===== src/hw/rtl/base64_stream_encoder_core_assert.svh =====
// Assertion macros for the base64 stream encoder.
// Included by the top level; needs no package.
`ifndef BASE64_STREAM_ENCODER_CORE_ASSERT_SVH
`define BASE64_STREAM_ENCODER_CORE_ASSERT_SVH

// Check that the consequent holds in the same cycle as the antecedent
`define B64SE_ASSERT_SAME(lbl, clk, rst, ante, cons) \
   lbl: assert property (@(posedge clk) disable iff (rst) (ante) |-> (cons)) \
      else $error("b64se assertion failed");

// Check that the consequent holds in the cycle after the antecedent
`define B64SE_ASSERT_NEXT(lbl, clk, rst, ante, cons) \
   lbl: assert property (@(posedge clk) disable iff (rst) (ante) |=> (cons)) \
      else $error("b64se assertion failed");

`endif


===== src/hw/rtl/b64se_pkg.sv =====
// Shared types, constants and the alphabet lookup for the base64 encoder.
// No dependencies; imported by every module of the block.
`default_nettype none

package b64se_pkg;

   localparam logic [7:0] WrapReset   = 8'd76;
   localparam logic [7:0] PadChar     = 8'h3D;
   localparam logic [7:0] NewlineChar = 8'h0A;

   typedef struct packed {
      logic [7:0] in_byte;
      logic       in_last;
   } req_payload_type;

   typedef struct packed {
      logic [7:0] out_char;
      logic       out_last;
   } rsp_payload_type;

   // One group handed from the gatherer to the emitter
   typedef struct packed {
      logic [23:0] bits;
      logic [1:0]  nbytes;
      logic        last;
   } job_type;

   // Map a six-bit value to its standard alphabet symbol
   function automatic logic [7:0] b64_symbol(input logic [5:0] v);
      logic [7:0] v8;
      v8 = {2'b00, v};
      if (v < 6'd26) begin
         return 8'h41 + v8;
      end else if (v < 6'd52) begin
         return 8'h47 + v8;
      end else if (v < 6'd62) begin
         return v8 - 8'd4;
      end else if (v == 6'd62) begin
         return 8'h2B;
      end else begin
         return 8'h2F;
      end
   endfunction

endpackage

`default_nettype wire


===== src/hw/rtl/b64se_front.sv =====
// Front end: accepts bytes, holds them and forms groups of up to three.
// Depends on b64se_pkg.
`default_nettype none

module b64se_front import b64se_pkg::*; (
   input  wire logic            clock,
   input  wire logic            reset,
   input  wire logic            accept,
   input  wire req_payload_type req_data,
   output logic                 push,
   output job_type              job
);

   logic [7:0] held0_ff, held0_in;
   logic [7:0] held1_ff, held1_in;
   logic [1:0] count_ff, count_in;

   // Classify the byte: hold it, complete a group, or flush a tail
   always_comb begin
      push       = 1'b0;
      job.bits   = {held0_ff, held1_ff, req_data.in_byte};
      job.nbytes = 2'd3;
      job.last   = req_data.in_last;
      held0_in   = held0_ff;
      held1_in   = held1_ff;
      count_in   = count_ff;
      if (accept) begin
         if (count_ff == 2'd2) begin
            push     = 1'b1;
            count_in = 2'd0;
         end else if (req_data.in_last) begin
            push       = 1'b1;
            job.nbytes = count_ff + 2'd1;
            if (count_ff == 2'd0) begin
               job.bits = {req_data.in_byte, 16'h0000};
            end else begin
               job.bits = {held0_ff, req_data.in_byte, 8'h00};
            end
            count_in = 2'd0;
         end else begin
            if (count_ff == 2'd0) begin
               held0_in = req_data.in_byte;
            end else begin
               held1_in = req_data.in_byte;
            end
            count_in = count_ff + 2'd1;
         end
      end
   end

   // Hold bytes; clear the count on reset
   always_ff @(posedge clock) begin
      held0_ff <= held0_in;
      held1_ff <= held1_in;
      if (reset) begin
         count_ff <= 2'd0;
      end else begin
         count_ff <= count_in;
      end
   end

endmodule

`default_nettype wire


===== src/hw/rtl/b64se_queue.sv =====
// Two-entry queue of groups between the front end and the emitter.
// Depends on b64se_pkg.
`default_nettype none

module b64se_queue import b64se_pkg::*; (
   input  wire logic    clock,
   input  wire logic    reset,
   input  wire logic    push,
   input  wire job_type push_job,
   input  wire logic    pop,
   output job_type      head_job,
   output logic         full,
   output logic         empty
);

   job_type    entries_ff [2];
   logic       wr_ptr_ff, wr_ptr_in;
   logic       rd_ptr_ff, rd_ptr_in;
   logic [1:0] count_ff, count_in;

   assign full     = (count_ff == 2'd2);
   assign empty    = (count_ff == 2'd0);
   assign head_job = entries_ff[rd_ptr_ff];

   // Advance pointers and occupancy
   always_comb begin
      wr_ptr_in = push ? ~wr_ptr_ff : wr_ptr_ff;
      rd_ptr_in = pop  ? ~rd_ptr_ff : rd_ptr_ff;
      count_in  = count_ff;
      if (push && !pop) begin
         count_in = count_ff + 2'd1;
      end else if (pop && !push) begin
         count_in = count_ff - 2'd1;
      end
   end

   always_ff @(posedge clock) begin
      if (push) begin
         entries_ff[wr_ptr_ff] <= push_job;
      end
      if (reset) begin
         wr_ptr_ff <= 1'b0;
         rd_ptr_ff <= 1'b0;
         count_ff  <= 2'd0;
      end else begin
         wr_ptr_ff <= wr_ptr_in;
         rd_ptr_ff <= rd_ptr_in;
         count_ff  <= count_in;
      end
   end

endmodule

`default_nettype wire


===== src/hw/rtl/b64se_back.sv =====
// Back end: turns each group into characters, tracks the line column,
// inserts wrap and closing newlines. Depends on b64se_pkg.
`default_nettype none

module b64se_back import b64se_pkg::*; (
   input  wire logic       clock,
   input  wire logic       reset,
   input  wire logic       csr_wr_en,
   input  wire logic [7:0] csr_wr_data,
   input  wire job_type    head_job,
   input  wire logic       q_empty,
   output logic            pop,
   output logic            rsp_valid,
   input  wire logic       rsp_ready,
   output rsp_payload_type rsp_data
);

   localparam logic [2:0] PhChar0   = 3'd0;
   localparam logic [2:0] PhChar1   = 3'd1;
   localparam logic [2:0] PhChar2   = 3'd2;
   localparam logic [2:0] PhChar3   = 3'd3;
   localparam logic [2:0] PhNewline = 3'd4;

   logic [7:0]      wrap_ff;
   logic [7:0]      col_ff, col_in;
   job_type         cur_ff, cur_in;
   logic            cur_valid_ff, cur_valid_in;
   logic [2:0]      phase_ff, phase_in;
   logic            rsp_valid_ff, rsp_valid_in;
   rsp_payload_type rsp_data_ff, rsp_data_in;

   logic            out_free;
   logic            emit;
   logic            done;
   logic [5:0]      sextet;
   logic [8:0]      new_col;
   logic            wrap_hit;
   logic            need_nl;
   rsp_payload_type sel;

   assign rsp_valid = rsp_valid_ff;
   assign rsp_data  = rsp_data_ff;
   assign out_free  = !rsp_valid_ff || rsp_ready;
   assign emit      = cur_valid_ff && out_free;

   // Column after this group and the newline decision
   assign new_col  = {1'b0, col_ff} + 9'd4;
   assign wrap_hit = (wrap_ff != 8'd0) && (new_col >= {1'b0, wrap_ff});
   assign need_nl  = wrap_hit || cur_ff.last;

   // Select the character for the current phase
   always_comb begin
      sextet       = cur_ff.bits[5:0];
      sel.out_char = NewlineChar;
      sel.out_last = 1'b0;
      done         = 1'b0;
      unique case (phase_ff)
         PhChar0: begin
            sextet       = cur_ff.bits[23:18];
            sel.out_char = b64_symbol(sextet);
         end
         PhChar1: begin
            sextet       = cur_ff.bits[17:12];
            sel.out_char = b64_symbol(sextet);
         end
         PhChar2: begin
            sextet       = cur_ff.bits[11:6];
            sel.out_char = (cur_ff.nbytes < 2'd2) ? PadChar : b64_symbol(sextet);
         end
         PhChar3: begin
            sextet       = cur_ff.bits[5:0];
            sel.out_char = (cur_ff.nbytes < 2'd3) ? PadChar : b64_symbol(sextet);
            sel.out_last = !need_nl;
            done         = !need_nl;
         end
         PhNewline: begin
            sel.out_char = NewlineChar;
            sel.out_last = 1'b1;
            done         = 1'b1;
         end
         default: begin
            sel.out_char = NewlineChar;
            sel.out_last = 1'b1;
            done         = 1'b1;
         end
      endcase
   end

   // Advance the sequencer and take the next group when this one ends
   always_comb begin
      pop          = !q_empty && (!cur_valid_ff || (emit && done));
      cur_in       = pop ? head_job : cur_ff;
      cur_valid_in = cur_valid_ff;
      phase_in     = phase_ff;
      col_in       = col_ff;
      if (emit) begin
         phase_in = (phase_ff == PhChar3) ? PhNewline : phase_ff + 3'd1;
         if (done) begin
            cur_valid_in = 1'b0;
         end
         if (phase_ff == PhChar3) begin
            if (need_nl) begin
               col_in = 8'd0;
            end else begin
               col_in = new_col[8] ? 8'hFF : new_col[7:0];
            end
         end
      end
      if (pop) begin
         cur_valid_in = 1'b1;
         phase_in     = PhChar0;
      end
   end

   // Load the output register; drop valid once taken
   always_comb begin
      rsp_data_in  = rsp_data_ff;
      rsp_valid_in = rsp_valid_ff && !rsp_ready;
      if (emit) begin
         rsp_data_in  = sel;
         rsp_valid_in = 1'b1;
      end
   end

   always_ff @(posedge clock) begin
      cur_ff      <= cur_in;
      rsp_data_ff <= rsp_data_in;
      if (reset) begin
         wrap_ff      <= WrapReset;
         col_ff       <= 8'd0;
         cur_valid_ff <= 1'b0;
         phase_ff     <= PhChar0;
         rsp_valid_ff <= 1'b0;
      end else begin
         if (csr_wr_en) begin
            wrap_ff <= csr_wr_data;
         end
         col_ff       <= col_in;
         cur_valid_ff <= cur_valid_in;
         phase_ff     <= phase_in;
         rsp_valid_ff <= rsp_valid_in;
      end
   end

endmodule

`default_nettype wire


===== src/hw/rtl/base64_stream_encoder_core.sv =====
// Base64 stream encoder: one byte in per transaction, one character out.
// The byte that completes a group writes it to the queue; its characters then pass through the
// current-group register and the output register, one character per cycle while rsp_ready is high;
// bytes are taken one per cycle while the two-entry group queue has room.
// Reset (synchronous): clears held count, line column, queue and output valid;
// wrap length returns to 76. Held bytes and queue storage are not cleared.
`default_nettype none

`include "base64_stream_encoder_core_assert.svh"

module base64_stream_encoder_core import b64se_pkg::*; (
   input  wire logic            clock,
   input  wire logic            reset,
   input  wire logic            req_valid,
   output logic                 req_ready,
   input  wire req_payload_type req_data,
   output logic                 rsp_valid,
   input  wire logic            rsp_ready,
   output rsp_payload_type      rsp_data,
   input  wire logic            csr_wr_en,
   input  wire logic [7:0]      csr_wr_data
);

   logic    accept;
   logic    q_push;
   logic    q_pop;
   logic    q_full;
   logic    q_empty;
   logic    rsp_is_newline;
   job_type push_job;
   job_type head_job;

   assign req_ready = !q_full;
   assign accept    = req_valid && req_ready;

   // Gather bytes into groups
   b64se_front u_front (
      .clock    (clock),
      .reset    (reset),
      .accept   (accept),
      .req_data (req_data),
      .push     (q_push),
      .job      (push_job)
   );

   // Decouple gathering from emission
   b64se_queue u_queue (
      .clock    (clock),
      .reset    (reset),
      .push     (q_push),
      .push_job (push_job),
      .pop      (q_pop),
      .head_job (head_job),
      .full     (q_full),
      .empty    (q_empty)
   );

   // Emit characters and newlines
   b64se_back u_back (
      .clock       (clock),
      .reset       (reset),
      .csr_wr_en   (csr_wr_en),
      .csr_wr_data (csr_wr_data),
      .head_job    (head_job),
      .q_empty     (q_empty),
      .pop         (q_pop),
      .rsp_valid   (rsp_valid),
      .rsp_ready   (rsp_ready),
      .rsp_data    (rsp_data)
   );

   assign rsp_is_newline = rsp_valid && (rsp_data.out_char == NewlineChar);

   // A group is only pushed into a queue with room, and only popped when present
   `B64SE_ASSERT_SAME(a_no_overflow, clock, reset, q_push, !q_full)
   `B64SE_ASSERT_SAME(a_no_underflow, clock, reset, q_pop, !q_empty)
   // Every newline closes the output of its transaction
   `B64SE_ASSERT_SAME(a_newline_last, clock, reset, rsp_is_newline, rsp_data.out_last)
   // A push that finds an empty queue leaves it non-empty
   `B64SE_ASSERT_NEXT(a_push_lands, clock, reset, q_push && q_empty, !q_empty)

endmodule

`default_nettype wire


===== config.mk =====
export PLATFORM = sky130hd
export DESIGN_NAME = base64_stream_encoder_core
export DESIGN_NICKNAME = d
export VERILOG_FILES = /design/src/hw/rtl/b64se_pkg.sv /design/src/hw/rtl/b64se_front.sv /design/src/hw/rtl/b64se_queue.sv /design/src/hw/rtl/b64se_back.sv /design/src/hw/rtl/base64_stream_encoder_core.sv
export VERILOG_INCLUDE_DIRS = /design/src /design/src/hw/rtl
export SDC_FILE = /design/constraint.sdc
export NUM_CORES = 1
export LEC_CHECK = 0
export BUFFER_PORTS_ARGS = -buffer_cell sky130_fd_sc_hd__buf_2
export CAP_MARGIN = 5
export CORE_MARGIN = 5
export CORE_UTILIZATION = 40
export CTS_CLUSTER_SIZE = 8
export DETAILED_ROUTE_END_ITERATION = 6
export GPL_TIMING_DRIVEN = 0
export PLACE_DENSITY = 0.62
export SLEW_MARGIN = 5
export SYNTH_ARGS = -nofsm -noshare
export SYNTH_HDL_FRONTEND = slang
export SYNTH_SLANG_ARGS = --single-unit

===== constraint.sdc =====
create_clock -name clock -period 3.8 [get_ports clock]
set_clock_uncertainty 0.05 [all_clocks]
set_input_delay 0.76 -clock clock [delete_from_list [all_inputs] [get_ports clock]]
set_output_delay 0.76 -clock clock [all_outputs]
set_load 0.05 [all_outputs]

==> results.cfg, run 1 <==
[worst_setup_path]
worst_path_dominant_cell_family = compound AO/OA/AOI/OAI gates
end_kind = flip-flop
crit_type = reg2reg
critical_path.slowest_cell = dfxtp_1
timing.critical_path.mode_cell = ha_1
startpoint_type = flip-flop
rr_worst_depth = 13
regToRegEndpoint = u_queue.count_ff[1]$_SDFFE_PP0P_
worst-path-buf-inv = 0
critical_path.max_fanout = 6
worstPathCellList = ha_1 > nand3_2 > xnor2_1 > ha_1 > a21o_1 > a21o_1 > a2111o_1 > o211ai_2 > a21o_4 > nand2_1 > ha_1 > or3_1 > a21oi_1
worst_reg2reg_path_startpoint = u_back.col_ff[2]$_SDFFE_PP0P_
worstPathArrival_ns = 3.67
ff2ff_setup_slack_ns = 0.42
slowest_delay_ns = 0.41
worstPathRequired_ns = 4.09

[synthesis]
post_synth_fa_ha_maj_area_fraction_pct = 7.16
share_of_the_yosys_chip_area_belonging_to_registers_pct = 53.0
yosysWarningCount = 0
cell_count_after_synthesis = 620
post_synthesis_share_of_cell_area_spent_on_and_or_nand_and_nor_gates_pct = 13.5
synthFlopType = edfxtp_1
post_synth_main_area_contributors = edfxtp_1, dfxtp_1, ha_1
synth_top_area_cell = edfxtp_1
yosysTopAreaCellShare_pct = 45.5
post_synth.cell_area_avg_um2 = 11.3
synth_fp_nets = 682
synth_edf_count = 106
muxShareOfSynthArea_pct = 6.78
synth_async_sr_flop_share_pct = 0
ys_ff_latch = 132
yosys.area_share.xor_xnor_pct = 2.25
synth_cell_types = 69
combinational_family_with_the_most_area_after_synthesis = compound AO/OA/AOI/OAI gates
post_synth_instance_area_um2 = 6990
compound_gate_fraction_of_synth_area_pct = 13.6

[worst_hold_path]
hp-class = reg2reg
worst_hold_startpoint = u_front.count_ff[1]$_SDFFE_PP0P_
holdPathStages = 2
min_to = u_front.count_ff[1]$_SDFFE_PP0P_

[cells_and_area]
number_of_nets_in_the_final_layout = 736
layout_commonest_cell = edfxtp_1
antennaDiodeCount = 0
drive_above_1_share_pct = 20.1
flow.area_growth_from_synthesis_pct = 15.8
design_area_um2 = 8100
postLayoutCoreUtil_pct = 47.0
layout_common_cells = edfxtp_1, nand2_1, nor2_1, ha_1, buf_2

[flow_run]
drv_cap = 0

[global_routing]
antenna_violations_before_repair = 0
gr-total-overflow = 0
grt_pass1_wl_um = 24600
grt_start_max_net_pins = 28
grt_usage_pct = 15.4
first_global_vias = 4880

[detailed_routing]
routed_len_inst_um = 16.2
drc = 0
antenna_left = 0
drt_first_pass_iters = 5
detailroute.via_count = 4903
finalWirelength_um = 14700
1st_iter_drt_viols = 328
route.detailed.vias_per_inst = 5.38

[cts]
inserted_clock_buffers = 17
postCtsSetupBuffers = 0
post_cts_hold_buffer_count = 0
htreeDepth = 4
worst_skew_pair.late_latency_ns = 0.42
clockBufferDepth = 2
tritoncts_num_sinks = 132
post_cts_resize_count = 0
clk_pin_slew_worst_paths_ns = 0.06
tritoncts = done
root_buffer = clkbuf_16

[die]
io_pins = 33
core.rowCount = 48
floorplan.die.width_um = 142
floorplan.core_area_um2 = 17200
die_h_um = 142
die_area_um2 = 20200
initial_util_pct = 40.6

[timing]
hold_slack_ns = 0.428
worstMarginPinSlew_ns = 0.706
post-route-min-period_ns = 3.38
timing.final.max_slew_violations = 0
maxClockFrequency_ghz = 0.295
setup_ws_ns = 0.416
fin_tns_setup_ns = 0
final_hold_viol_count = 0
rsz0062_at_grt = no
worst_slew_margin_rel_pct = 52.8
layout_worst_path_cycle_share_pct = 89.1
final_setup_violating_endpoints = 0

[place]
detailedPlacementHpwl_um = 10700
place.gp.congestion = 0.873
dp_worst_setup_slack_ns = 0.433
placement.io_buffers = 32
dpl_cell_area_um2 = 7450

[power_and_ir_drop]
leakage_nw = 3.08
peakVddDrop_mv = 0.435
total_power_per_unit_cell_area_nw_per_um2 = 755

[run_status]
run_status = completed
-- registers in the layout (all words and copies together) (netlist names) --
| signal | cells |
|---|---|
| u_queue.entries_ff | 54 |
| u_queue.count_ff | 2 |
| u_queue.wr_ptr_ff | 1 |
| u_front.held1_ff | 8 |
| u_queue.rd_ptr_ff | 1 |
| u_front.count_ff | 2 |
| u_back.wrap_ff | 8 |
| u_back.col_ff | 7 |
| u_front.held0_ff | 8 |
| u_back.rsp_valid | 1 |
| u_back.rsp_data | 9 |
| u_back.cur_ff | 27 |
| u_back.phase_ff | 3 |
| u_back.cur_valid_ff | 1 |
-- cells by family (layout without fill, tap and decap cells) --
| logic type | after synthesis | in the layout |
|---|---|---|
| xor+xnor | 18 | 18 |
| flops | 132 | 132 |
| fa+ha+maj | 40 | 40 |
| buf+inv | 60 | 127 |
| mux | 43 | 43 |
| simple gates | 192 | 192 |
| compound gates | 135 | 135 |
-- how the worst max path moves through the flow --
| stage | cells past startpoint | to | slack, ns | from |
|---|---|---|---|---|
| detailed placement | 13 | u_queue.count_ff[1]$_SDFFE_PP0P_ | 0.43 | u_back.col_ff[2]$_SDFFE_PP0P_ |
| CTS | 13 | u_queue.count_ff[1]$_SDFFE_PP0P_ | 0.41 | u_back.col_ff[2]$_SDFFE_PP0P_ |
| global placement | 3 | u_queue.entries_ff[0][10]$_DFFE_PP_ | -0.50 | req_valid |
| finish | 13 | u_queue.count_ff[1]$_SDFFE_PP0P_ | 0.42 | u_back.col_ff[2]$_SDFFE_PP0P_ |
| floorplan | 3 | u_queue.entries_ff[0][0]$_DFFE_PP_ | 0.32 | u_queue.count_ff[0]$_SDFFE_PP0P_ |
| global route | 13 | u_queue.count_ff[1]$_SDFFE_PP0P_ | 0.23 | u_back.col_ff[2]$_SDFFE_PP0P_ |
-- where the power goes --
| part | total [mW] | switching, mW | internal [mW] |
|---|---|---|---|
| logic | 2.17 | 1.37 | 0.800 |
| registers | 2.18 | 0.220 | 1.96 |
| clock network | 1.77 | 0.663 | 1.11 |
| total | 6.11 | 2.25 | 3.86 |
-- area by class of cell --
type | count | area [µm²]
Inverter | 38 | 143
Clock buffer | 18 | 429
Sequential cell | 132 | 3700
Tap cell | 225 | 282
Clock inverter | 14 | 198
Timing Repair Buffer | 35 | 190
Fill cell | 1545 | 9140
Multi-Input combinational cell | 428 | 3030
Buffer | 22 | 118
-- worst register-to-register path: cells and delay by family (launching register included) --
family / cells / cell delay, ns
compound gates: 6 / 1.20
xor+xnor: 1 / 0.23
fa+ha+maj: 3 / 0.82
flops: 1 / 0.41
simple gates: 3 / 0.59
-- cell usage after synthesis, types with 6 or more instances --
| master | instances |
|---|---|
| edfxtp_1 | 106 |
| o21ai_0 | 26 |
| xnor2_1 | 13 |
| nand2_1 | 56 |
| dfxtp_1 | 26 |
| mux2_2 | 35 |
| nor3_1 | 10 |
| a21o_1 | 7 |
| clkbuf_1 | 8 |
| nor2_1 | 43 |
| ha_1 | 40 |
| a21oi_1 | 36 |
| and2_1 | 10 |
| nand2b_1 | 10 |
| o211ai_1 | 10 |
| nand3_1 | 20 |
| buf_2 | 7 |
| nor2b_1 | 6 |
| and3_1 | 7 |
| inv_1 | 38 |
| nand4_1 | 7 |
| mux2i_1 | 8 |
| a31oi_1 | 6 |
-- layer usage --
layer	share of wire, %	vias up	wire length [µm]	track usage, %
met1	45	2312	6680	20.2
met3	5.2	36	762	4.20
met4	2.7	0	394	5.51
li1	-	2397	-	-
met5	0	-	0	0
met2	47	158	6900	24.6
-- through the flow --
stage / total power, mW / instances
floorplan: 3.79 / 620
global placement: 4.27 / 877
detailed placement: 4.34 / 879
CTS: 6.12 / 911
global route: 6.50 / 912
finish: 6.11 / 912
No activity file was read; power rests on OpenSTA's default activity.
==> run 2, diff against run 1 <==
--- a/config.mk
+++ b/config.mk
@@ -14,6 +14,7 @@
 export DETAILED_ROUTE_END_ITERATION = 6
 export GPL_TIMING_DRIVEN = 0
 export PLACE_DENSITY = 0.62
+export REMOVE_ABC_BUFFERS = 1
 export SLEW_MARGIN = 5
 export SYNTH_ARGS = -nofsm -noshare
 export SYNTH_HDL_FRONTEND = slang
==> run 2 against run 1 <==
Effect of this change:
- worst setup slack improved by 0.022 ns
- clock-buffer cell count increased by 1
- hold slack improved by 0.014 ns
- sequential cell count unchanged
- combinational power decreased by 8%
- sequential share of layout area increased by 0.98 points
- final area decreased by 2.1%
- global-route usage decreased by 0.65 points
- largest cell class unchanged
==> results.cfg, run 2 (synthesis results as in run 1) <==
[worst_setup_path]
critical_path.max_fanout = 6
crit_type = reg2reg
rr_worst_depth = 13
worstPathArrival_ns = 3.65
end_kind = flip-flop
startpoint_type = flip-flop
worstPathRequired_ns = 4.09

[cts]
tritoncts = done
inserted_clock_buffers = 17
tritoncts_num_sinks = 132
clk_pin_slew_worst_paths_ns = 0.05
worst_skew_pair.late_latency_ns = 0.41
post_cts_hold_buffer_count = 0
clockBufferDepth = 2
postCtsSetupBuffers = 0
post_cts_resize_count = 0
root_buffer = clkbuf_16
htreeDepth = 4

[power_and_ir_drop]
power_mw = 5.93
switchingPower_mw = 2.19
cell_internal_pwr_mw = 3.74
leakage_nw = 2.98
total_power_per_unit_cell_area_nw_per_um2 = 748
swShare_pct = 36.9
peakVddDrop_mv = 0.450
seqPwrFrac_pct = 38.8
power_frac_clock_pct = 27.5
power.combinational.fraction_pct = 33.6

[die]
core.rowCount = 48
initial_util_pct = 40.6
die_h_um = 142
floorplan.core_area_um2 = 17200
die_area_um2 = 20200
io_pins = 33
floorplan.die.width_um = 142

[timing]
final_hold_viol_count = 0
maxClockFrequency_ghz = 0.297
layout_worst_path_cycle_share_pct = 88.5
worst_slew_margin_rel_pct = 46.3
setup_ws_ns = 0.438
hold_slack_ns = 0.442
rsz0062_at_grt = no
post-route-min-period_ns = 3.36
timing.final.max_slew_violations = 0
final_setup_violating_endpoints = 0
worstMarginPinSlew_ns = 0.803

[cells_and_area]
layout_commonest_cell = edfxtp_1
largest-register = u_queue.entries_ff
area_used_by_sequential_logic_in_the_layout_um2 = 3700
fillerInstances = 1555
flow.area_growth_from_synthesis_pct = 13.4
multi_input_combinational_cell_area_um2 = 3040
number_of_nets_in_the_final_layout = 713
antennaDiodeCount = 0
postLayoutCoreUtil_pct = 46.0
largest_register_ffs = 54
layout_common_cells = edfxtp_1, nand2_1, nor2_1, ha_1, inv_1
drive_above_1_share_pct = 19.0

[detailed_routing]
antenna_left = 0
detailroute.via_count = 4737
1st_iter_drt_viols = 317
routed_len_inst_um = 16.0
drc = 0
drt_first_pass_iters = 4
route.detailed.vias_per_inst = 5.33
finalWirelength_um = 14200

[worst_hold_path]
holdPathStages = 2
hp-class = reg2reg

[place]
dp_worst_setup_slack_ns = 0.458
placement.io_buffers = 32
place.gp.congestion = 0.870
detailedPlacementHpwl_um = 10300

[flow_run]
drv_cap = 0

[global_routing]
grt_usage_pct = 14.7
grt_pass1_wl_um = 23700
gr-total-overflow = 0
grt_start_max_net_pins = 32
antenna_violations_before_repair = 0
first_global_vias = 4697

[run_status]
run_status = completed
-- run 2: metal layers --
layer	GRT usage [%]	share of wire, %	up-vias	wire (µm)
met1	19.1	46	2237	6550
met3	3.56	4.6	21	646
met5	0	0	-	0
met4	5.81	2.1	0	301
li1	-	-	2353	-
met2	23.9	47	126	6690
-- run 2: stage by stage --
step	area, µm²	setup TNS [ns]	instances
after floorplan	6880	0	598
after global placement	7320	-21.31	855
after detailed placement	7340	0	857
after CTS	7930	0	889
after global routing	7930	0	889
final	7930	0	889
-- run 2: worst paths after layout --
check / startpoint / endpoint / slack [ns]
min: u_front.count_ff[1]$_SDFFE_PP0P_ / u_front.count_ff[1]$_SDFFE_PP0P_ / 0.44
min reg2reg: u_front.count_ff[1]$_SDFFE_PP0P_ / u_front.count_ff[1]$_SDFFE_PP0P_ / 0.44
max reg2reg: u_back.col_ff[2]$_SDFFE_PP0P_ / u_queue.count_ff[1]$_SDFFE_PP0P_ / 0.44
max: u_back.col_ff[2]$_SDFFE_PP0P_ / u_queue.count_ff[1]$_SDFFE_PP0P_ / 0.44
-- run 2: layout make-up --
| cell class | count | area share, % |
|---|---|---|
| Clock inverter | 13 | 1.99 |
| Clock buffer | 19 | 5.46 |
| Tap cell | 225 | 3.55 |
| Sequential cell | 132 | 46.7 |
| Inverter | 38 | 1.80 |
| Timing Repair Buffer | 34 | 2.21 |
| Multi-Input combinational cell | 428 | 38.3 |
-- run 2: power groups by stage --
stage	Sequential [mW]	Combinational (mW)	Clock, mW
after detailed placement	2.33	1.98	0
after CTS	2.30	2.00	1.66
final	2.30	2.00	1.63
after floorplan	2.36	1.38	0
after global placement	2.32	1.94	0
after global routing	2.35	2.22	1.73
-- run 2: worst max-delay path: stages (launching register included) --
cell	delay (ns)
dfxtp_1	0.39
ha_1	0.22
nand3_2	0.13
xnor2_1	0.23
ha_1	0.29
a21o_1	0.16
a21o_1	0.18
a2111o_1	0.35
o211ai_2	0.16
a21o_4	0.22
nand2_1	0.06
ha_1	0.32
or3_1	0.37
a21oi_1	0.13
==> run 3, diff against run 2 <==
==> constraint.sdc (replaced) <==
create_clock -name clock -period 3.1 [get_ports clock]
set_clock_uncertainty 0.05 [all_clocks]
set_input_delay 0.62 -clock clock [delete_from_list [all_inputs] [get_ports clock]]
set_output_delay 0.62 -clock clock [all_outputs]
set_load 0.05 [all_outputs]
==> run 3 against run 2 <==
Effect of this change:
- power rose by 24%
- combinational power increased by 26%
- sequential power rose by 23%
- first-iteration DRC count is 3.5% lower
- via count decreased by 0.13%
- cell count rose by 0.34%
- critical path depth increased by 1
- largest power group unchanged
==> results.cfg, run 3 (synthesis results as in run 1) <==
[worst_setup_path]
worstPathRequired_ns = 3.39
end_kind = flip-flop
critical_path.slowest_cell = dfxtp_4
critical_path.max_fanout = 5
startpoint_type = flip-flop
slowest_delay_ns = 0.37
worstPathCellList = ha_4 > nand3_4 > xnor2_2 > ha_1 > a21o_1 > a21o_1 > a2111o_1 > o211ai_4 > a21o_4 > nand2_4 > ha_4 > xor2_1 > or3_1 > a21oi_2
crit_type = reg2reg
rr_worst_depth = 14
worstPathArrival_ns = 3.31

[power_and_ir_drop]
peakVddDrop_mv = 0.546
power_mw = 7.35
total_power_per_unit_cell_area_nw_per_um2 = 914
leakage_nw = 3.01

[detailed_routing]
route.detailed.vias_per_inst = 5.30
finalWirelength_um = 14400
drt_first_pass_iters = 4
antenna_left = 0
drc = 0
1st_iter_drt_viols = 306
detailroute.via_count = 4731
routed_len_inst_um = 16.1

[cells_and_area]
flow.area_growth_from_synthesis_pct = 15.0
postLayoutCoreUtil_pct = 46.6
number_of_nets_in_the_final_layout = 716
layout_common_cells = edfxtp_1, nand2_1, nor2_1, inv_1, ha_1
multi_input_combinational_cell_area_um2 = 3110
layout_commonest_cell = edfxtp_1
area_used_by_sequential_logic_in_the_layout_um2 = 3720
largest_register_ffs = 54
antennaDiodeCount = 0
drive_above_1_share_pct = 21.0
fillerInstances = 1552
largest-register = u_queue.entries_ff

[timing]
final_setup_violating_endpoints = 0
worstMarginPinSlew_ns = 0.768
worst_slew_margin_rel_pct = 48.6
post-route-min-period_ns = 3.02
timing.final.max_slew_violations = 0
maxClockFrequency_ghz = 0.331
setup_ws_ns = 0.0791
rsz0062_at_grt = yes
final_hold_viol_count = 0
layout_worst_path_cycle_share_pct = 97.4

[cts]
root_buffer = clkbuf_16
clk_pin_slew_worst_paths_ns = 0.06
post_cts_hold_buffer_count = 0
tritoncts = done
worst_skew_pair.late_latency_ns = 0.41
htreeDepth = 4
clockBufferDepth = 2
tritoncts_num_sinks = 132
inserted_clock_buffers = 17

[die]
die_area_um2 = 20200
floorplan.core_area_um2 = 17200
initial_util_pct = 40.6
floorplan.die.width_um = 142
die_h_um = 142
io_pins = 33
core.rowCount = 48

[global_routing]
grt_start_max_net_pins = 32
gr-total-overflow = 0
grt_usage_pct = 14.9
first_global_vias = 4726
grt_pass1_wl_um = 23800
antenna_violations_before_repair = 0

[run_status]
run_status = completed

[place]
dp_worst_setup_slack_ns = -0.242
place.gp.congestion = 0.870
detailedPlacementHpwl_um = 10300
placement.io_buffers = 32

[flow_run]
drv_cap = 0

[worst_hold_path]
hp-class = in2reg
holdPathStages = 3
## run 3: cell count changes in the layout (fill, tap and decap cells not counted), sizes merged
cell,before,now
buf,34,37
## run 3: final timing paths
path                                          from                                to  slack [ns]
hold / removal                      csr_wr_data[3]    u_back.wrap_ff[3]$_SDFFE_PP1P_        0.38
setup reg to reg     u_back.col_ff[2]$_SDFFE_PP0P_  u_queue.count_ff[1]$_SDFFE_PP0P_        0.08
hold reg to reg   u_front.count_ff[1]$_SDFFE_PP0P_  u_front.count_ff[1]$_SDFFE_PP0P_        0.44
setup / recovery     u_back.col_ff[2]$_SDFFE_PP0P_  u_queue.count_ff[1]$_SDFFE_PP0P_        0.08
## run 3: cell type report
| cell class | instances | area share (%) |
|---|---|---|
| well taps | 225 | 3.50 |
| clock inverters | 13 | 1.96 |
| clock buffers | 19 | 5.38 |
| flip-flops and latches | 132 | 46.2 |
| multi-input cells | 428 | 38.7 |
| repair buffers | 37 | 2.46 |
| inverters | 38 | 1.77 |
## run 3: worst max-delay path, delay by kind of cell (launching register included)
kind                       cells  cell delay [ns]
AOI/OAI and AO/OA              6             1.09
adders and majority gates      3             0.63
and+or+nand+nor                3             0.48
DFF                            1             0.37
xor gates and xnor gates       2             0.32
## run 3: timing repair
item                                    4_1_cts  5_1_grt
pin swaps                                     1        4
endpoints found under the setup margin       29        1
buffers inserted                              2        1
resized for setup                            11        8
## run 3: metrics by stage
| step | hold WS, ns | instance area (µm²) | std cells | setup TNS [ns] |
|---|---|---|---|---|
| final | 0.378 | 8040 | 892 | 0 |
| after global routing | 0.370 | 8040 | 892 | -0.0361 |
| after CTS | 0.364 | 8010 | 891 | 0 |
| after detailed placement | 0.435 | 7340 | 857 | -6.52 |
| after global placement | 0.408 | 7320 | 855 | -41.08 |
| after floorplan | 0.393 | 6880 | 598 | -10.36 |
## run 3: where the power goes
group / total, mW / internal (mW) / switching (mW) / leakage [nW]
clock: 2.00 / 1.26 / 0.740 / 0.281
sequential: 2.82 / 2.40 / 0.423 / 1.19
combinational: 2.52 / 0.970 / 1.55 / 1.54
total: 7.35 / 4.63 / 2.72 / 3.01
## run 3: layer usage
| metal | share of wire, % | track usage [%] | routed length, µm |
|---|---|---|---|
| met5 | 0 | 0 | 0 |
| met4 | 2.2 | 5.81 | 311 |
| met3 | 4.1 | 3.56 | 586 |
| met1 | 47 | 19.3 | 6700 |
| met2 | 47 | 24.1 | 6790 |
